===== config.mk =====
export PLATFORM = sky130hd
export DESIGN_NAME = differential_drive_odometry_flat
export DESIGN_NICKNAME = d
export VERILOG_FILES = /design/src/hdl/ddo_pkg.sv /design/src/hdl/ddo_in_if.sv /design/src/hdl/ddo_out_if.sv /design/src/hdl/ddo_mul.sv /design/src/hdl/ddo_div.sv /design/src/hdl/ddo_cordic.sv /design/src/hdl/differential_drive_odometry.sv /design/src/flat_wrapper.sv
export SDC_FILE = /design/constraint.sdc
export NUM_CORES = 2
export LEC_CHECK = 0
export ABC_AREA = 1
export BUFFER_PORTS_ARGS = -buffer_cell sky130_fd_sc_hd__buf_2
export CORE_UTILIZATION = 25
export DETAILED_ROUTE_END_ITERATION = 8
export HOLD_SLACK_MARGIN = 0.03
export PLACE_DENSITY = 0.37
export SYNTH_ARGS = -nofsm -noshare
export SYNTH_HDL_FRONTEND = slang
export SYNTH_SLANG_ARGS = --single-unit
export TNS_END_PERCENT = 5

===== constraint.sdc =====
create_clock -name i_clk -period 5.9 [get_ports i_clk]
set_clock_uncertainty 0.05 [all_clocks]
set_input_delay 0.59 -clock i_clk [delete_from_list [all_inputs] [get_ports i_clk]]
set_output_delay 0.59 -clock i_clk [all_outputs]
set_load 0.05 [all_outputs]

===== src/hdl/ddo_pkg.sv =====
// ----------------------------------------------------------------------------
// ddo_pkg
// Shared types, widths and constants of the differential-drive odometry block.
// ----------------------------------------------------------------------------
package ddo_pkg;

    // field and register widths
    localparam int RATE_W     = 24;
    localparam int DT_W       = 20;
    localparam int CPR_W      = 16;
    localparam int RAD_W      = 20;
    localparam int TRK_W      = 22;
    localparam int SPD_W      = 32;
    localparam int CFG_IDX_W  = 2;
    localparam int CFG_DATA_W = 22;

    // register indexes of the configuration port
    localparam logic [CFG_IDX_W-1:0] CFG_CPR = 2'd0;
    localparam logic [CFG_IDX_W-1:0] CFG_RAD = 2'd1;
    localparam logic [CFG_IDX_W-1:0] CFG_TRK = 2'd2;

    // register reset values
    localparam logic [CPR_W-1:0] CPR_RESET = 16'd6000;
    localparam logic [RAD_W-1:0] RAD_RESET = 20'd47500;
    localparam logic [TRK_W-1:0] TRK_RESET = 22'd350000;

    // serial multiplier: 64 x 32 bits, one multiplier bit per cycle
    localparam int MUL_A_W   = 64;
    localparam int MUL_B_W   = 32;
    localparam int MUL_P_W   = MUL_A_W + MUL_B_W;
    localparam int MUL_CNT_W = 5;

    // serial divider: 64-bit dividend, 32-bit divisor, one quotient bit per cycle
    localparam int DIV_N_W   = 64;
    localparam int DIV_D_W   = 32;
    localparam int DIV_CNT_W = 6;

    // cordic
    localparam int CORDIC_STEPS = 24;
    localparam int CORDIC_W     = 34;
    localparam int CORDIC_CNT_W = 5;
    localparam logic [CORDIC_W-1:0] CORDIC_GAIN = 34'd652032874;
    localparam int TRIG_W = 32;

    // arithmetic constants
    localparam logic [MUL_B_W-1:0] TWO_PI_Q16   = 32'd411775;
    localparam logic [MUL_B_W-1:0] TURN_PER_RAD = 32'd683565276;
    localparam logic [DIV_D_W-1:0] US_DIV       = 32'd15625;
    localparam logic [DIV_N_W-1:0] US_ROUND     = 64'd7812;
    localparam logic [SPD_W-1:0]   SPD_MAX      = 32'h7FFF_FFFF;
    localparam logic [SPD_W-1:0]   SPD_MIN      = 32'h8000_0000;

    // sequencer states
    typedef enum logic [3:0] {
        ST_IDLE,
        ST_R_MUL1,
        ST_R_MUL2,
        ST_R_DIV,
        ST_T_TRIG,
        ST_T_MULS,
        ST_T_DIVS,
        ST_T_MULX,
        ST_T_MULY,
        ST_T_MULD,
        ST_T_DIVD,
        ST_T_DIVR,
        ST_T_MULA,
        ST_OUT
    } t_state;

    // arctangent of 2^-i in 2^-32 turn units
    function automatic logic [31:0] f_atan(input logic [CORDIC_CNT_W-1:0] idx);
        logic [31:0] v;
        case (idx)
            5'd0:    v = 32'd536870912;
            5'd1:    v = 32'd316933406;
            5'd2:    v = 32'd167458907;
            5'd3:    v = 32'd85004756;
            5'd4:    v = 32'd42667331;
            5'd5:    v = 32'd21354465;
            5'd6:    v = 32'd10679838;
            5'd7:    v = 32'd5340245;
            5'd8:    v = 32'd2670163;
            5'd9:    v = 32'd1335087;
            5'd10:   v = 32'd667544;
            5'd11:   v = 32'd333772;
            5'd12:   v = 32'd166886;
            5'd13:   v = 32'd83443;
            5'd14:   v = 32'd41722;
            5'd15:   v = 32'd20861;
            5'd16:   v = 32'd10430;
            5'd17:   v = 32'd5215;
            5'd18:   v = 32'd2608;
            5'd19:   v = 32'd1304;
            5'd20:   v = 32'd652;
            5'd21:   v = 32'd326;
            5'd22:   v = 32'd163;
            5'd23:   v = 32'd81;
            default: v = 32'd0;
        endcase
        return v;
    endfunction

endpackage


===== src/hdl/ddo_in_if.sv =====
// ----------------------------------------------------------------------------
// ddo_in_if
// Request channel: a wheel-rate update or a time tick.
// ----------------------------------------------------------------------------
interface ddo_in_if;
    logic                                valid;
    logic                                ready;
    logic                                action;
    logic signed [ddo_pkg::RATE_W-1:0]   left_rate;
    logic signed [ddo_pkg::RATE_W-1:0]   right_rate;
    logic        [ddo_pkg::DT_W-1:0]     elapsed_us;

    modport source (output valid, action, left_rate, right_rate, elapsed_us, input ready);
    modport sink   (input valid, action, left_rate, right_rate, elapsed_us, output ready);
endinterface


===== src/hdl/ddo_out_if.sv =====
// ----------------------------------------------------------------------------
// ddo_out_if
// Pose channel: position and heading after each request.
// ----------------------------------------------------------------------------
interface ddo_out_if #(
    parameter int POS_BITS   = 40,
    parameter int ANGLE_BITS = 24
);
    logic                       valid;
    logic                       ready;
    logic signed [POS_BITS-1:0] pose_x_um;
    logic signed [POS_BITS-1:0] pose_y_um;
    logic [ANGLE_BITS-1:0]      heading;

    modport source (output valid, pose_x_um, pose_y_um, heading, input ready);
    modport sink   (input valid, pose_x_um, pose_y_um, heading, output ready);
endinterface


===== src/hdl/ddo_mul.sv =====
// ----------------------------------------------------------------------------
// ddo_mul
// Bit-serial shift-add multiplier, one multiplier bit per cycle.
// ----------------------------------------------------------------------------
module ddo_mul (
    input  logic                           i_clk,
    input  logic                           i_rst_n,
    input  logic                           i_start,
    input  logic [ddo_pkg::MUL_A_W-1:0]    i_a,
    input  logic [ddo_pkg::MUL_B_W-1:0]    i_b,
    output logic                           o_done,
    output logic [ddo_pkg::MUL_P_W-1:0]    o_p
);

    logic [ddo_pkg::MUL_A_W-1:0]   r_a;
    logic [ddo_pkg::MUL_P_W-1:0]   r_p;
    logic [ddo_pkg::MUL_CNT_W-1:0] r_cnt;
    logic                          r_busy;
    logic                          r_done;
    logic [ddo_pkg::MUL_A_W:0]     w_hi;

    // upper half plus the multiplicand when the low bit is set
    assign w_hi = {1'b0, r_p[ddo_pkg::MUL_P_W-1:ddo_pkg::MUL_B_W]}
                + (r_p[0] ? {1'b0, r_a} : '0);

    // control
    always_ff @(posedge i_clk) begin
        if (!i_rst_n) begin
            r_busy <= 1'b0;
            r_done <= 1'b0;
            r_cnt  <= '0;
        end else begin
            r_done <= 1'b0;
            if (i_start) begin
                r_busy <= 1'b1;
                r_cnt  <= '0;
            end else if (r_busy) begin
                r_cnt <= r_cnt + 1'b1;
                if (r_cnt == ddo_pkg::MUL_CNT_W'(ddo_pkg::MUL_B_W - 1)) begin
                    r_busy <= 1'b0;
                    r_done <= 1'b1;
                end
            end
        end
    end

    // product shift register
    always_ff @(posedge i_clk) begin
        if (i_start) begin
            r_a <= i_a;
            r_p <= {{ddo_pkg::MUL_A_W{1'b0}}, i_b};
        end else if (r_busy) begin
            r_p <= {w_hi, r_p[ddo_pkg::MUL_B_W-1:1]};
        end
    end

    assign o_done = r_done;
    assign o_p    = r_p;

endmodule


===== src/hdl/ddo_div.sv =====
// ----------------------------------------------------------------------------
// ddo_div
// Bit-serial restoring divider, one quotient bit per cycle.
// ----------------------------------------------------------------------------
module ddo_div (
    input  logic                           i_clk,
    input  logic                           i_rst_n,
    input  logic                           i_start,
    input  logic [ddo_pkg::DIV_N_W-1:0]    i_n,
    input  logic [ddo_pkg::DIV_D_W-1:0]    i_d,
    output logic                           o_done,
    output logic [ddo_pkg::DIV_N_W-1:0]    o_q
);

    logic [ddo_pkg::DIV_N_W-1:0]   r_n;
    logic [ddo_pkg::DIV_D_W-1:0]   r_d;
    logic [ddo_pkg::DIV_D_W-1:0]   r_rem;
    logic [ddo_pkg::DIV_CNT_W-1:0] r_cnt;
    logic                          r_busy;
    logic                          r_done;
    logic [ddo_pkg::DIV_D_W:0]     w_trial;
    logic [ddo_pkg::DIV_D_W:0]     w_diff;
    logic                          w_qbit;

    // shift in the next dividend bit and try the subtraction
    assign w_trial = {r_rem, r_n[ddo_pkg::DIV_N_W-1]};
    assign w_diff  = w_trial - {1'b0, r_d};
    assign w_qbit  = (w_trial >= {1'b0, r_d});

    // control
    always_ff @(posedge i_clk) begin
        if (!i_rst_n) begin
            r_busy <= 1'b0;
            r_done <= 1'b0;
            r_cnt  <= '0;
        end else begin
            r_done <= 1'b0;
            if (i_start) begin
                r_busy <= 1'b1;
                r_cnt  <= '0;
            end else if (r_busy) begin
                r_cnt <= r_cnt + 1'b1;
                if (r_cnt == ddo_pkg::DIV_CNT_W'(ddo_pkg::DIV_N_W - 1)) begin
                    r_busy <= 1'b0;
                    r_done <= 1'b1;
                end
            end
        end
    end

    // remainder and dividend/quotient shift register
    always_ff @(posedge i_clk) begin
        if (i_start) begin
            r_n   <= i_n;
            r_d   <= i_d;
            r_rem <= '0;
        end else if (r_busy) begin
            r_n   <= {r_n[ddo_pkg::DIV_N_W-2:0], w_qbit};
            r_rem <= w_qbit ? w_diff[ddo_pkg::DIV_D_W-1:0] : w_trial[ddo_pkg::DIV_D_W-1:0];
        end
    end

    assign o_done = r_done;
    assign o_q    = r_n;

endmodule


===== src/hdl/ddo_cordic.sv =====
// ----------------------------------------------------------------------------
// ddo_cordic
// Iterative rotation CORDIC: cosine and sine of a 32-bit turn angle in Q30.
// ----------------------------------------------------------------------------
module ddo_cordic (
    input  logic                               i_clk,
    input  logic                               i_rst_n,
    input  logic                               i_start,
    input  logic [31:0]                        i_turn,
    output logic                               o_done,
    output logic signed [ddo_pkg::TRIG_W-1:0]  o_cos,
    output logic signed [ddo_pkg::TRIG_W-1:0]  o_sin
);

    logic signed [ddo_pkg::CORDIC_W-1:0]  r_x;
    logic signed [ddo_pkg::CORDIC_W-1:0]  r_y;
    logic signed [ddo_pkg::CORDIC_W-1:0]  r_z;
    logic                                 r_flip;
    logic [ddo_pkg::CORDIC_CNT_W-1:0]     r_i;
    logic                                 r_busy;
    logic                                 r_done;
    logic                                 w_flip;
    logic [31:0]                          w_zf;
    logic signed [ddo_pkg::CORDIC_W-1:0]  w_dx;
    logic signed [ddo_pkg::CORDIC_W-1:0]  w_dy;
    logic signed [ddo_pkg::CORDIC_W-1:0]  w_at;
    logic signed [ddo_pkg::CORDIC_W-1:0]  w_nx;
    logic signed [ddo_pkg::CORDIC_W-1:0]  w_ny;

    // fold the second and third quarter by a half turn
    assign w_flip = i_turn[31] ^ i_turn[30];
    assign w_zf   = w_flip ? {~i_turn[31], i_turn[30:0]} : i_turn;

    // one micro-rotation
    assign w_dx = r_y >>> r_i;
    assign w_dy = r_x >>> r_i;
    assign w_at = signed'(ddo_pkg::CORDIC_W'(ddo_pkg::f_atan(r_i)));

    // undo the fold
    assign w_nx = r_flip ? -r_x : r_x;
    assign w_ny = r_flip ? -r_y : r_y;

    // control
    always_ff @(posedge i_clk) begin
        if (!i_rst_n) begin
            r_busy <= 1'b0;
            r_done <= 1'b0;
            r_i    <= '0;
        end else begin
            r_done <= 1'b0;
            if (i_start) begin
                r_busy <= 1'b1;
                r_i    <= '0;
            end else if (r_busy) begin
                r_i <= r_i + 1'b1;
                if (r_i == ddo_pkg::CORDIC_CNT_W'(ddo_pkg::CORDIC_STEPS - 1)) begin
                    r_busy <= 1'b0;
                    r_done <= 1'b1;
                end
            end
        end
    end

    // rotation datapath
    always_ff @(posedge i_clk) begin
        if (i_start) begin
            r_x    <= signed'(ddo_pkg::CORDIC_GAIN);
            r_y    <= '0;
            r_z    <= signed'({{(ddo_pkg::CORDIC_W - 32){w_zf[31]}}, w_zf});
            r_flip <= w_flip;
        end else if (r_busy) begin
            if (!r_z[ddo_pkg::CORDIC_W-1]) begin
                r_x <= r_x - w_dx;
                r_y <= r_y + w_dy;
                r_z <= r_z - w_at;
            end else begin
                r_x <= r_x + w_dx;
                r_y <= r_y - w_dy;
                r_z <= r_z + w_at;
            end
        end
    end

    assign o_done = r_done;
    assign o_cos  = w_nx[ddo_pkg::TRIG_W-1:0];
    assign o_sin  = w_ny[ddo_pkg::TRIG_W-1:0];

endmodule


===== src/hdl/differential_drive_odometry.sv =====
// Dead-reckoning odometry for a two-wheel robot. Each request either latches
// new left/right encoder rates (action 0), which are turned into wheel speeds
// in um/s, or integrates one time tick of elapsed_us (action 1), moving x/y
// along the heading held before the tick and turning the heading by the speed
// difference over the track width. Every request returns one pose. One
// request is worked on at a time, using the bit-serial datapath (shift-add
// multiplier, restoring divider and the 24-step CORDIC). The next request is
// taken while the previous pose still waits in the output register. The user
// must write configuration through i_cfg_* only while no request is in work;
// the block itself does not enforce this.
// ----------------------------------------------------------------------------
// differential_drive_odometry
// Top level: sequencer, pose state and the serial arithmetic units.
// ----------------------------------------------------------------------------
module differential_drive_odometry #(
    parameter int ANGLE_BITS = 24,
    parameter int POS_BITS   = 40
) (
    input  logic                              i_clk,
    input  logic                              i_rst_n,
    input  logic                              i_cfg_we,
    input  logic [ddo_pkg::CFG_IDX_W-1:0]     i_cfg_idx,
    input  logic [ddo_pkg::CFG_DATA_W-1:0]    i_cfg_data,
    ddo_in_if.sink                            i_req,
    ddo_out_if.source                         o_pose
);

    localparam int ASH    = 32 - ANGLE_BITS;
    localparam int STEP_W = 34;
    localparam int SW     = ((POS_BITS > STEP_W + 1) ? POS_BITS : STEP_W + 1) + 1;
    localparam logic [SW-1:0] PMAX = {{(SW - POS_BITS + 1){1'b0}}, {(POS_BITS - 1){1'b1}}};
    localparam logic [SW-1:0] PMIN = {{(SW - POS_BITS + 1){1'b1}}, {(POS_BITS - 1){1'b0}}};

    ddo_pkg::t_state r_state, n_state;
    logic r_go, n_go;
    logic r_wheel;

    logic [ddo_pkg::CPR_W-1:0]        r_cpr;
    logic [ddo_pkg::RAD_W-1:0]        r_rad;
    logic [ddo_pkg::TRK_W-1:0]        r_trk;
    logic signed [ddo_pkg::RATE_W-1:0] r_lrate;
    logic signed [ddo_pkg::RATE_W-1:0] r_rrate;
    logic [ddo_pkg::DT_W-1:0]         r_dt;
    logic [ddo_pkg::SPD_W-1:0]        r_lspd;
    logic [ddo_pkg::SPD_W-1:0]        r_rspd;
    logic [POS_BITS-1:0]              r_px;
    logic [POS_BITS-1:0]              r_py;
    logic [ANGLE_BITS-1:0]            r_hd;
    logic                             r_ov;
    logic [POS_BITS-1:0]              r_ox;
    logic [POS_BITS-1:0]              r_oy;
    logic [ANGLE_BITS-1:0]            r_oh;

    // unit hookups
    logic                             w_mul_start, w_mul_done;
    logic [ddo_pkg::MUL_A_W-1:0]      w_mul_a;
    logic [ddo_pkg::MUL_B_W-1:0]      w_mul_b;
    logic [ddo_pkg::MUL_P_W-1:0]      w_mul_p;
    logic                             w_div_start, w_div_done;
    logic [ddo_pkg::DIV_N_W-1:0]      w_div_n;
    logic [ddo_pkg::DIV_D_W-1:0]      w_div_d;
    logic [ddo_pkg::DIV_N_W-1:0]      w_div_q;
    logic                             w_cor_start, w_cor_done;
    logic [31:0]                      w_turn;
    logic signed [ddo_pkg::TRIG_W-1:0] w_cos, w_sin;

    logic                             w_done, w_work, w_fin;
    logic [ddo_pkg::CPR_W-1:0]        w_cpr_eff;
    logic [ddo_pkg::TRK_W-1:0]        w_trk_eff;
    logic signed [ddo_pkg::RATE_W-1:0] w_rate;
    logic                             w_rneg;
    logic [ddo_pkg::RATE_W-1:0]       w_rmag;
    logic [ddo_pkg::SPD_W-1:0]        w_spd;
    logic [ddo_pkg::SPD_W:0]          w_sum, w_dif;
    logic                             w_sneg, w_dneg;
    logic [ddo_pkg::SPD_W:0]          w_smag, w_dmag;
    logic                             w_cneg, w_tneg;
    logic [ddo_pkg::TRIG_W-1:0]       w_cmag, w_tmag;
    logic [79:0]                      w_prnd;
    logic [STEP_W-1:0]                w_step;
    logic [63:0]                      w_afull;
    logic [31:0]                      w_a32;
    logic [ANGLE_BITS-1:0]            w_hstep;

    // saturating position update
    function automatic logic [POS_BITS-1:0] f_sat_add(input logic [POS_BITS-1:0] pos,
                                                       input logic neg,
                                                       input logic [STEP_W-1:0] mag);
        logic [SW-1:0] pe;
        logic [SW-1:0] de;
        logic [SW-1:0] sm;
        logic [POS_BITS-1:0] res;
        pe = {{(SW - POS_BITS){pos[POS_BITS-1]}}, pos};
        de = SW'(mag);
        if (neg) begin
            de = ~de + SW'(1);
        end
        sm = pe + de;
        if ($signed(sm) > $signed(PMAX)) begin
            res = PMAX[POS_BITS-1:0];
        end else if ($signed(sm) < $signed(PMIN)) begin
            res = PMIN[POS_BITS-1:0];
        end else begin
            res = sm[POS_BITS-1:0];
        end
        return res;
    endfunction

    // arithmetic units
    ddo_mul u_mul (
        .i_clk   (i_clk),
        .i_rst_n (i_rst_n),
        .i_start (w_mul_start),
        .i_a     (w_mul_a),
        .i_b     (w_mul_b),
        .o_done  (w_mul_done),
        .o_p     (w_mul_p)
    );

    ddo_div u_div (
        .i_clk   (i_clk),
        .i_rst_n (i_rst_n),
        .i_start (w_div_start),
        .i_n     (w_div_n),
        .i_d     (w_div_d),
        .o_done  (w_div_done),
        .o_q     (w_div_q)
    );

    ddo_cordic u_cordic (
        .i_clk   (i_clk),
        .i_rst_n (i_rst_n),
        .i_start (w_cor_start),
        .i_turn  (w_turn),
        .o_done  (w_cor_done),
        .o_cos   (w_cos),
        .o_sin   (w_sin)
    );

    // zero divisors act as one
    assign w_cpr_eff = (r_cpr == '0) ? ddo_pkg::CPR_W'(1) : r_cpr;
    assign w_trk_eff = (r_trk == '0) ? ddo_pkg::TRK_W'(1) : r_trk;

    // rate magnitude of the wheel in work
    assign w_rate = r_wheel ? r_rrate : r_lrate;
    assign w_rneg = w_rate[ddo_pkg::RATE_W-1];
    assign w_rmag = w_rneg ? ddo_pkg::RATE_W'(-w_rate) : ddo_pkg::RATE_W'(w_rate);

    // speed from quotient, saturated and signed
    always_comb begin
        if (w_rneg) begin
            if (w_div_q > 64'(ddo_pkg::SPD_MIN)) begin
                w_spd = ddo_pkg::SPD_MIN;
            end else begin
                w_spd = -w_div_q[ddo_pkg::SPD_W-1:0];
            end
        end else begin
            if (w_div_q > 64'(ddo_pkg::SPD_MAX)) begin
                w_spd = ddo_pkg::SPD_MAX;
            end else begin
                w_spd = w_div_q[ddo_pkg::SPD_W-1:0];
            end
        end
    end

    // sum and difference of the wheel speeds
    assign w_sum  = {r_lspd[ddo_pkg::SPD_W-1], r_lspd} + {r_rspd[ddo_pkg::SPD_W-1], r_rspd};
    assign w_dif  = {r_lspd[ddo_pkg::SPD_W-1], r_lspd} - {r_rspd[ddo_pkg::SPD_W-1], r_rspd};
    assign w_sneg = w_sum[ddo_pkg::SPD_W];
    assign w_dneg = w_dif[ddo_pkg::SPD_W];
    assign w_smag = w_sneg ? -w_sum : w_sum;
    assign w_dmag = w_dneg ? -w_dif : w_dif;

    // trig magnitudes and signs
    assign w_cneg = w_cos[ddo_pkg::TRIG_W-1];
    assign w_tneg = w_sin[ddo_pkg::TRIG_W-1];
    assign w_cmag = w_cneg ? ddo_pkg::TRIG_W'(-w_cos) : ddo_pkg::TRIG_W'(w_cos);
    assign w_tmag = w_tneg ? ddo_pkg::TRIG_W'(-w_sin) : ddo_pkg::TRIG_W'(w_sin);

    // position step, rounded by 2^46
    assign w_prnd = w_mul_p[79:0] + (80'd1 << 45);
    assign w_step = w_prnd[79:46];

    // heading step from radians times turns per radian
    assign w_afull = w_mul_p[63:0] + (64'd1 << 29);
    assign w_a32   = w_afull[61:30];
    assign w_turn  = 32'(r_hd) << ASH;

    generate
        if (ASH == 0) begin : g_full
            assign w_hstep = w_a32[ANGLE_BITS-1:0];
        end else begin : g_rnd
            logic [32:0] w_ar;
            assign w_ar    = {1'b0, w_a32} + (33'd1 << (ASH - 1));
            assign w_hstep = w_ar[ASH +: ANGLE_BITS];
        end
    endgenerate

    // unit handshake of the sequencer
    assign w_done = w_mul_done | w_div_done | w_cor_done;
    assign w_work = (r_state != ddo_pkg::ST_IDLE) && (r_state != ddo_pkg::ST_OUT);
    assign w_fin  = r_go && w_done;
    assign n_go   = w_work && !w_fin;

    // next state and unit operands
    always_comb begin
        n_state     = r_state;
        w_mul_start = 1'b0;
        w_mul_a     = '0;
        w_mul_b     = '0;
        w_div_start = 1'b0;
        w_div_n     = '0;
        w_div_d     = ddo_pkg::US_DIV;
        w_cor_start = 1'b0;
        case (r_state)
            ddo_pkg::ST_IDLE: begin
                if (i_req.valid) begin
                    n_state = i_req.action ? ddo_pkg::ST_T_TRIG : ddo_pkg::ST_R_MUL1;
                end
            end
            ddo_pkg::ST_R_MUL1: begin
                w_mul_start = !r_go;
                w_mul_a     = 64'(w_rmag);
                w_mul_b     = 32'(r_rad);
                if (w_fin) n_state = ddo_pkg::ST_R_MUL2;
            end
            ddo_pkg::ST_R_MUL2: begin
                w_mul_start = !r_go;
                w_mul_a     = 64'(w_mul_p[43:0]);
                w_mul_b     = ddo_pkg::TWO_PI_Q16;
                if (w_fin) n_state = ddo_pkg::ST_R_DIV;
            end
            ddo_pkg::ST_R_DIV: begin
                w_div_start = !r_go;
                w_div_n     = w_mul_p[63:0] + (64'(w_cpr_eff) << 15);
                w_div_d     = {w_cpr_eff, 16'h0000};
                if (w_fin) n_state = r_wheel ? ddo_pkg::ST_OUT : ddo_pkg::ST_R_MUL1;
            end
            ddo_pkg::ST_T_TRIG: begin
                w_cor_start = !r_go;
                if (w_fin) n_state = ddo_pkg::ST_T_MULS;
            end
            ddo_pkg::ST_T_MULS: begin
                w_mul_start = !r_go;
                w_mul_a     = 64'(w_smag);
                w_mul_b     = 32'(r_dt);
                if (w_fin) n_state = ddo_pkg::ST_T_DIVS;
            end
            ddo_pkg::ST_T_DIVS: begin
                w_div_start = !r_go;
                w_div_n     = (w_mul_p[63:0] << 9) + ddo_pkg::US_ROUND;
                if (w_fin) n_state = ddo_pkg::ST_T_MULX;
            end
            ddo_pkg::ST_T_MULX: begin
                w_mul_start = !r_go;
                w_mul_a     = 64'(w_div_q[47:0]);
                w_mul_b     = 32'(w_cmag);
                if (w_fin) n_state = ddo_pkg::ST_T_MULY;
            end
            ddo_pkg::ST_T_MULY: begin
                w_mul_start = !r_go;
                w_mul_a     = 64'(w_div_q[47:0]);
                w_mul_b     = 32'(w_tmag);
                if (w_fin) n_state = ddo_pkg::ST_T_MULD;
            end
            ddo_pkg::ST_T_MULD: begin
                w_mul_start = !r_go;
                w_mul_a     = 64'(w_dmag);
                w_mul_b     = 32'(r_dt);
                if (w_fin) n_state = ddo_pkg::ST_T_DIVD;
            end
            ddo_pkg::ST_T_DIVD: begin
                w_div_start = !r_go;
                w_div_n     = (w_mul_p[63:0] << 4) + ddo_pkg::US_ROUND;
                if (w_fin) n_state = ddo_pkg::ST_T_DIVR;
            end
            ddo_pkg::ST_T_DIVR: begin
                w_div_start = !r_go;
                w_div_n     = (w_div_q << 20) + 64'(w_trk_eff >> 1);
                w_div_d     = 32'(w_trk_eff);
                if (w_fin) n_state = ddo_pkg::ST_T_MULA;
            end
            ddo_pkg::ST_T_MULA: begin
                w_mul_start = !r_go;
                w_mul_a     = w_div_q;
                w_mul_b     = ddo_pkg::TURN_PER_RAD;
                if (w_fin) n_state = ddo_pkg::ST_OUT;
            end
            ddo_pkg::ST_OUT: begin
                if (!r_ov || o_pose.ready) n_state = ddo_pkg::ST_IDLE;
            end
            default: begin
                n_state = ddo_pkg::ST_IDLE;
            end
        endcase
    end

    // state register
    always_ff @(posedge i_clk) begin
        if (!i_rst_n) begin
            r_state <= ddo_pkg::ST_IDLE;
            r_go    <= 1'b0;
        end else begin
            r_state <= n_state;
            r_go    <= n_go;
        end
    end

    // configuration registers
    always_ff @(posedge i_clk) begin
        if (!i_rst_n) begin
            r_cpr <= ddo_pkg::CPR_RESET;
            r_rad <= ddo_pkg::RAD_RESET;
            r_trk <= ddo_pkg::TRK_RESET;
        end else if (i_cfg_we) begin
            case (i_cfg_idx)
                ddo_pkg::CFG_CPR: r_cpr <= i_cfg_data[ddo_pkg::CPR_W-1:0];
                ddo_pkg::CFG_RAD: r_rad <= i_cfg_data[ddo_pkg::RAD_W-1:0];
                ddo_pkg::CFG_TRK: r_trk <= i_cfg_data[ddo_pkg::TRK_W-1:0];
                default: ;
            endcase
        end
    end

    // request capture
    always_ff @(posedge i_clk) begin
        if (i_req.valid && i_req.ready) begin
            r_lrate <= i_req.left_rate;
            r_rrate <= i_req.right_rate;
            r_dt    <= i_req.elapsed_us;
        end
    end

    // speeds, pose and heading
    always_ff @(posedge i_clk) begin
        if (!i_rst_n) begin
            r_wheel <= 1'b0;
            r_lspd  <= '0;
            r_rspd  <= '0;
            r_px    <= '0;
            r_py    <= '0;
            r_hd    <= '0;
        end else begin
            if (i_req.valid && i_req.ready) begin
                r_wheel <= 1'b0;
            end
            if (w_fin) begin
                case (r_state)
                    ddo_pkg::ST_R_DIV: begin
                        if (r_wheel) r_rspd <= w_spd;
                        else         r_lspd <= w_spd;
                        r_wheel <= ~r_wheel;
                    end
                    ddo_pkg::ST_T_MULX: r_px <= f_sat_add(r_px, w_sneg ^ w_cneg, w_step);
                    ddo_pkg::ST_T_MULY: r_py <= f_sat_add(r_py, w_sneg ^ w_tneg, w_step);
                    ddo_pkg::ST_T_MULA: r_hd <= w_dneg ? r_hd - w_hstep : r_hd + w_hstep;
                    default: ;
                endcase
            end
        end
    end

    // output register
    always_ff @(posedge i_clk) begin
        if (!i_rst_n) begin
            r_ov <= 1'b0;
        end else if (r_state == ddo_pkg::ST_OUT && (!r_ov || o_pose.ready)) begin
            r_ov <= 1'b1;
        end else if (o_pose.ready) begin
            r_ov <= 1'b0;
        end
    end

    always_ff @(posedge i_clk) begin
        if (r_state == ddo_pkg::ST_OUT && (!r_ov || o_pose.ready)) begin
            r_ox <= r_px;
            r_oy <= r_py;
            r_oh <= r_hd;
        end
    end

    assign i_req.ready      = (r_state == ddo_pkg::ST_IDLE);
    assign o_pose.valid     = r_ov;
    assign o_pose.pose_x_um = r_ox;
    assign o_pose.pose_y_um = r_oy;
    assign o_pose.heading   = r_oh;

endmodule


===== src/flat_wrapper.sv =====
// flat-port wrapper written by rule: the top's interface ports become plain ports
module differential_drive_odometry_flat 
#(
    parameter int ANGLE_BITS = 24,
    parameter int POS_BITS   = 40
)
  (i_clk, i_rst_n, i_cfg_we, i_cfg_idx, i_cfg_data, i_req_valid, i_req_action, i_req_left_rate, i_req_right_rate, i_req_elapsed_us, i_req_ready, o_pose_valid, o_pose_pose_x_um, o_pose_pose_y_um, o_pose_heading, o_pose_ready);
  ddo_in_if i_req_i ();
  ddo_out_if #(.POS_BITS(POS_BITS), .ANGLE_BITS(ANGLE_BITS)) o_pose_i ();
  input  logic i_clk;
  input  logic i_rst_n;
  input  logic i_cfg_we;
  input  logic [ddo_pkg::CFG_IDX_W-1:0] i_cfg_idx;
  input  logic [ddo_pkg::CFG_DATA_W-1:0] i_cfg_data;
  input wire logic [$bits(i_req_i.valid)-1:0] i_req_valid;
  input wire logic [$bits(i_req_i.action)-1:0] i_req_action;
  input wire logic [$bits(i_req_i.left_rate)-1:0] i_req_left_rate;
  input wire logic [$bits(i_req_i.right_rate)-1:0] i_req_right_rate;
  input wire logic [$bits(i_req_i.elapsed_us)-1:0] i_req_elapsed_us;
  output wire logic [$bits(i_req_i.ready)-1:0] i_req_ready;
  output wire logic [$bits(o_pose_i.valid)-1:0] o_pose_valid;
  output wire logic [$bits(o_pose_i.pose_x_um)-1:0] o_pose_pose_x_um;
  output wire logic [$bits(o_pose_i.pose_y_um)-1:0] o_pose_pose_y_um;
  output wire logic [$bits(o_pose_i.heading)-1:0] o_pose_heading;
  input wire logic [$bits(o_pose_i.ready)-1:0] o_pose_ready;
  assign i_req_i.valid = i_req_valid;
  assign i_req_i.action = i_req_action;
  assign i_req_i.left_rate = i_req_left_rate;
  assign i_req_i.right_rate = i_req_right_rate;
  assign i_req_i.elapsed_us = i_req_elapsed_us;
  assign i_req_ready = i_req_i.ready;
  assign o_pose_valid = o_pose_i.valid;
  assign o_pose_pose_x_um = o_pose_i.pose_x_um;
  assign o_pose_pose_y_um = o_pose_i.pose_y_um;
  assign o_pose_heading = o_pose_i.heading;
  assign o_pose_i.ready = o_pose_ready;
  differential_drive_odometry #(.ANGLE_BITS(ANGLE_BITS), .POS_BITS(POS_BITS)) u_core (.i_clk(i_clk), .i_rst_n(i_rst_n), .i_cfg_we(i_cfg_we), .i_cfg_idx(i_cfg_idx), .i_cfg_data(i_cfg_data), .i_req(i_req_i), .o_pose(o_pose_i));
endmodule

# ---- After elaboration in Yosys (flattened, before gate mapping)
# Memory sizes are Yosys's and may differ from the RTL's. A register that Yosys moved wholly into a read port is not among the register bits.
# Index checks and enable logic that the tools add are counted.
# W data, S select, Z words.
dict set report totals {
  register_bits 818
  latchBits 0
  ram_bits 0
  romBits 960
  input_bits 98
  out_inout_bits 106
  elab_cells 243
  n_memories 1
}
dict set report op_classes {
  addsub 33
  mul 0
  div_mod_pow 0
  magnitude_cmp 7
  n_eq_ne 33
  n_shift 2
  n_mux 81
  bitwise 12
  n_reduce_logical 37
}
# memory words width read_ports rd_ports_with_merged_regs wr line
set mem_list {}
lappend mem_list {{(no name shown)} 32 30 1 1 0 ddo_pkg.sv:74} ;# case (idx)
# op n
set ops {}
lappend ops {{$pmux W64 S6} 1}
lappend ops {{$mux W32} 11}
lappend ops {{$mux W41} 8}
lappend ops {{$pmux W64 S4} 1}
lappend ops {{$mux W64} 3}
lappend ops {{$pmux W32 S6} 1}
lappend ops {{$mux W34} 5}
lappend ops {{$mux W40} 4}
lappend ops {{$neg A32 Y32} 5}
lappend ops {{$add A64 B13 Y64 const B} 2}
lappend ops {{$add A41 B41 Y41} 2}
lappend ops {{$gt A41 B40 Y1 const B} 2}
lappend ops {{$lt A41 B40 Y1 const B} 2}
lappend ops {{$add A80 B46 Y80 const B} 1}
lappend ops {{$mux W24} 3}
lappend ops {{$add A34 B34 Y34} 2}
lappend ops {{$sshr A34 B5 Y34} 2}
lappend ops {{$sub A34 B34 Y34} 2}
lappend ops {{$mux W33} 2}
lappend ops {{$neg A33 Y33} 2}
lappend ops {{$add A64 B64 Y65} 1}
lappend ops {{$add A64 B21 Y64} 1}
lappend ops {{$add A64 B31 Y64} 1}
lappend ops {{$gt A64 B31 Y1 const B} 1}
lappend ops {{54 further kinds} 140}

# ---- Depth between registers and ports, before layout
dict set report depth {
  word_depth 11
  depth_mapped 40
  ltp_nobuf 39
}

# ---- Cells and area by module
# A second synthesis with hierarchy kept.
dict set report hier_totals {
  cells_unflattened 12779
  area_unflattened_um2 79929.2
}
# mod instances cells_per_inst area_each_um2
set modules_own_cells {}
lappend modules_own_cells {differential_drive_odometry 1 6676 41584.9}
lappend modules_own_cells {ddo_cordic 1 3058 18139.9}
lappend modules_own_cells {ddo_mul 1 1946 12157.9}
lappend modules_own_cells {ddo_div 1 1099 8046.5}

# ---- Least setup slack after synthesis
# Ideal clock, no wire load.
dict set report synth_timing {
  path_type {reg-to-reg}
  start {register u_core.r_state[0]}
  end {register u_core.r_oh[0], in the netlist u_core.o_pose.heading[0], enable pin}
  setup_time_ps 568
  arrival_time_ps 5120
  setup_slack_ps 161
  stages_incl_launch_ff 7
  cell_sequence {dfxtp_1 inv_1 nor2_1 inv_1 nor2_1 inv_1 nor2_1}
}
dict set report synth_via {
  elab_chain_cells 2
}
# element line
set synth_lines {}
lappend synth_lines {{start, declared} differential_drive_odometry.sv:34} ;# ddo_pkg::t_state r_state, n_state;
lappend synth_lines {{start signal, assigned} differential_drive_odometry.sv:301} ;# r_state <= ddo_pkg::ST_IDLE;
lappend synth_lines {{start signal, assigned} differential_drive_odometry.sv:304} ;# r_state <= n_state;
lappend synth_lines {{$eq A4 B4 Y1} differential_drive_odometry.sv:375} ;# if (r_state == ddo_pkg::ST_OUT && (!r_ov || o_pose.ready)) begin
lappend synth_lines {{$logic_and A1 B1 Y1} differential_drive_odometry.sv:375}
lappend synth_lines {{end signal, assigned} differential_drive_odometry.sv:378} ;# r_oh <= r_hd;
lappend synth_lines {{end, declared} differential_drive_odometry.sv:52} ;# logic [ANGLE_BITS-1:0] r_oh;
# No other way between the ends.
# A chain may end at the register's enable or synchronous reset.

# ---- Final worst setup path
dict set report layout_timing {
  start {register u_core.r_rspd[0] (netlist bit)}
  end {register u_core.r_py[38]}
}
dict set report layout_via {
  elab_chain_cells 10
  elab_cells_between_ends 11
}
# element line
set layout_lines {}
lappend layout_lines {{start, declared} differential_drive_odometry.sv:45} ;# logic [ddo_pkg::SPD_W-1:0] r_rspd;
lappend layout_lines {{start signal, assigned} differential_drive_odometry.sv:350} ;# if (r_wheel) r_rspd <= w_spd;
lappend layout_lines {{$add A32 B32 Y33 *} differential_drive_odometry.sv:167} ;# assign w_sum = {r_lspd[ddo_pkg::SPD_W-1], r_lspd} + {r_rspd[ddo_pkg::SPD_W-1], r_rspd};
lappend layout_lines {{$xor A1 B1 Y1 *} differential_drive_odometry.sv:355} ;# ddo_pkg::ST_T_MULY: r_py <= f_sat_add(r_py, w_sneg ^ w_tneg, w_step);
lappend layout_lines {{$mux W41 *} differential_drive_odometry.sv:95} ;# if (neg) begin
lappend layout_lines {{$mux W41 *} differential_drive_odometry.sv:348} ;# case (r_state)
lappend layout_lines {{$mux W41 *} differential_drive_odometry.sv:347} ;# if (w_fin) begin
lappend layout_lines {{$mux W41 *} differential_drive_odometry.sv:336} ;# if (!i_rst_n) begin
lappend layout_lines {{$add A41 B41 Y41 *} differential_drive_odometry.sv:98} ;# sm = pe + de;
lappend layout_lines {{$lt A41 B40 Y1} differential_drive_odometry.sv:101} ;# end else if ($signed(sm) < $signed(PMIN)) begin
lappend layout_lines {{$mux W40} differential_drive_odometry.sv:101}
lappend layout_lines {{$mux W40 *} differential_drive_odometry.sv:99} ;# if ($signed(sm) > $signed(PMAX)) begin
lappend layout_lines {{end signal, assigned} differential_drive_odometry.sv:355}
lappend layout_lines {{end, declared} differential_drive_odometry.sv:47} ;# logic [POS_BITS-1:0] r_py;
# Mark *: on every way between the ends. The rest lies on a longest branch, timed or not. The select of a mux whose other input is x is not followed.

==> results.md <==
* Status: completed
* CTS Sinks at 848
* Peak Freq at 0.177 GHz
* Tot GR Track Use at 23.8%
* Placed Cells at 16,200
* Most instantiated library cell after synthesis: nand2_1
* Rows at 201
* Period minus WS final at 5640 ps
* Core outline area at 301,000 um2
* Synth Area in Simple Gates at 27.8%
* Reg clk slew, reported paths at 60 ps
* CP startpoint kind: flip-flop
* Clock power share at 15.1%
* Iteration-0 DRC Markers at 6,804
* Ys async rst share at 0%
* Synth Net Count at 12,100
* Slew Viols, Final at 0
* CTS tree: yes
* First-pass GRT wire length at 546,000 um
* MaxCap Viol Count at 0
* Vias at 82,400
* Final #Nets at 13,000
* Total global routing overflow at 0
* Mux share of post-synthesis cell area at 0.251%
* Reg2reg start: u_core.r_rspd[0]
* IO Port Bufs at 203
* Largest cells by area after synthesis: edfxtp_1 (16%), nand2_1 (12%), dfxtp_1 (12%), o21ai_0 (7.8%), inv_1 (7.7%)
* Root Buffer Master: clkbuf_16
* GP Congestion at 0.937
* Fin cells at 16,500
* Post-Synth Adder-Cell Area at 7.04%
* Fill cell count at 33,400
* Yosys top cell area share at 15.8%
* RSZ-0062 raised after global routing: yes
* EDFF count, synth at 399
* Skew-Pair Late Insertion Delay at 890 ps
* HP Start: i_rst_n
* Yosys warns at 0
* Peak supply drop at 416 uV
* Die Y at 553 um
* Worst Setup SP: u_core.r_rspd[0]
* Leading register cell type out of synthesis: dfxtp_1
* Most used cell, CP: buf_4
* Switch share at 52.2%
* Final setup vio count at 0
* Total routed wirelength at 379,000 um
* Synth Register Bits at 848
* Synth area leader: edfxtp_1
* I/O pins at 204
* Worst Path Arrival at 6330 ps
* Vias in the first global route at 79,300
* Synth Area in XOR/XNOR at 6.39%
* Slew HR at 11.9%
* Mapped cell area at 75,800 um2
* Final worst-path cycle share at 95.5%
* CP Capture Type: flip-flop
* CP Max Fanout at 16
* Flop pwr share at 18.6%
* Top cells by count, synth: nand2_1 (2,410), inv_1 (1,559), nor2_1 (1,211)
* CP Class: reg2reg
* Initial antenna violation count at 16
* Dpl hpwl at 310,000 um
* Hold Vio Cnt, Final at 0
* Psw at 0.0267 W
* Yosys cell types at 75
* Die footprint at 305,000 um2
* Logic gate share of total power at 66.3%
* Highest-delay cell along the critical path: fa_2
* Power density cells at 552 nW/um2
* Starting density of the core at 25.2%
* Hold crit path type: in2reg
* Num CTS Buffers at 118
* Total power at 0.0511 W
* Register area at 21,000 um2
* P_int at 0.0244 W
* WL/cell at 23.0 um
* Pleak at 42.3 nW
* Post-synthesis compound-gate area fraction at 20.6%
* Seq/Total Area, Yosys at 27.7%
* DR vias/cell at 4.99
* Main combinational cell family by area after synthesis: simple AND/OR/NAND/NOR gates
* Share of cells above drive strength 1 at 13.0%
* Synthesized instance count at 11,600
* DRC violations left at 0
* Util after Layout at 30.8%
* Post-synthesis area per instance at 6.52 um2
* Layout area overhead at 22.2%
* Antenna-violating nets left at 0
* Worst Path Required at 6600 ps
* Clock Tree Buf Depth at 4
* Crit path largest cell delay at 410 ps
* Least-Margin Pin Slew at 1320 ps
* Die width at 553 um
* Final setup TNS at 0 ps
* Largest net degree at the start of global routing at 143
* Multi-input gate area at 47,900 um2
* DRT Pass-1 Iters at 7
* H-tree levels at 3
* Hold_ws at 128 ps
==> state kept, by name, indices dropped and copies added (netlist names), 30 cells and up <==
signal	count
u_core.u_mul.o_p	96
u_core.u_div.o_q	64
u_core.u_mul.r_a	64
u_core.o_pose.pose_x_um	40
u_core.o_pose.pose_y_um	40
u_core.r_px	40
u_core.r_py	40
u_core.u_cordic.r_x	34
u_core.u_cordic.r_y	34
u_core.u_cordic.r_z	34
u_core.r_lspd	32
u_core.r_rspd	32
u_core.u_div.r_d	32
u_core.u_div.r_rem	32
u_core.u_cordic.w_at	30
==> area by class of cell <==
cell class                      count  area share, %
Multi-Input combinational cell   8744           51.7
Sequential cell                   848           22.7
Timing Repair Buffer             1124           9.33
Inverter                         1605           6.53
Tap cell                         3958           5.35
Clock buffer                      145           3.45
Clock inverter                     74          0.954
Antenna cell                        8         0.0216
==> through the flow <==
stage,cell area (um2),setup slack [ps]
after floorplan,75800,161
after global placement,86400,-919
after detailed placement,86400,-907
after CTS,91500,-0.691
after global routing,92600,-51.7
final,92600,264
==> path summary, 6_finish.rpt <==
kind	cells past startpoint	slack (ps)	to
worst max-delay path	34	260	u_core.r_py[38]
worst min register to register	2	410	u_core.r_rad[2]
worst min-delay path	3	130	u_core.r_rspd[2]
worst max register to register	34	260	u_core.r_py[38]
==> kinds of logic after synthesis <==
logic type,count (synthesis)
multiplexers,19
buffers and inverters,2029
XOR/XNOR,548
adder cells (fa/ha/maj),420
AO/OA/AOI/OAI,2793
flip-flops,848
AND/OR/NAND/NOR,4964
==> power by group through the flow <==
stage               registers, W  logic [W]  clock network (W)
global route             0.00961     0.0375            0.00815
detailed placement       0.00959     0.0331                  0
global placement         0.00958     0.0332                  0
finish                   0.00950     0.0339            0.00771
CTS                      0.00948     0.0334            0.00796
floorplan                0.00886     0.0203                  0
==> cell usage in the layout, fill, tap and decap left out, drive strengths merged, types with 11 or more instances in the layout <==
master          n
buf          1024
nor3          192
nand2        2442
bufinv         16
nand3b         31
a22oi          32
xnor2         151
o21bai         34
nor4           97
nor2         1249
xor2          397
fa             11
o221ai         30
o211ai        120
a211oi         17
nand3         702
a221oi         28
edfxtp        399
o22ai          48
a21oi         970
a21boi         21
mux2i          19
a31oi         159
or2            77
clkinv         54
o21a           36
o2111ai        19
inv          1596
clkbuf        156
nand4         154
dfxtp         449
clkinvlp       13
o31ai          24
o21ai        1187
dlygate4sd3    89
a21o           34
ha            409
==> routing by layer <==
| metal | vias to the layer above | part of all wire, % | GRT usage [%] |
|---|---|---|---|
| li1 | 40600 | - | - |
| met1 | 39100 | 48 | 33.3 |
| met2 | 2226 | 45 | 39.1 |
| met3 | 408 | 4.3 | 1.94 |
| met4 | 0 | 2.9 | 6.44 |
| met5 | - | 0 | 0 |
==> timing repair <==
action                                 4_1_cts  5_1_grt
endpoints found under the hold margin      114        0
gates cloned                                 0       12
setup buffers                                1       17
gates resized for setup                     53      225
hold buffers                                89        0
pin swaps                                    1       35
setup endpoints to repair                   80      109
==> critical path, delay by kind of cell (launching register included) <==
family,cells,cell delay (ps)
DFF,1,310
and+or+nand+nor,12,1180
buffers and inverters,9,1330
xor gates and xnor gates,1,240
adders and majority gates,3,940
AOI/OAI and AO/OA,9,1420
(Power assumes the default switching activity.)
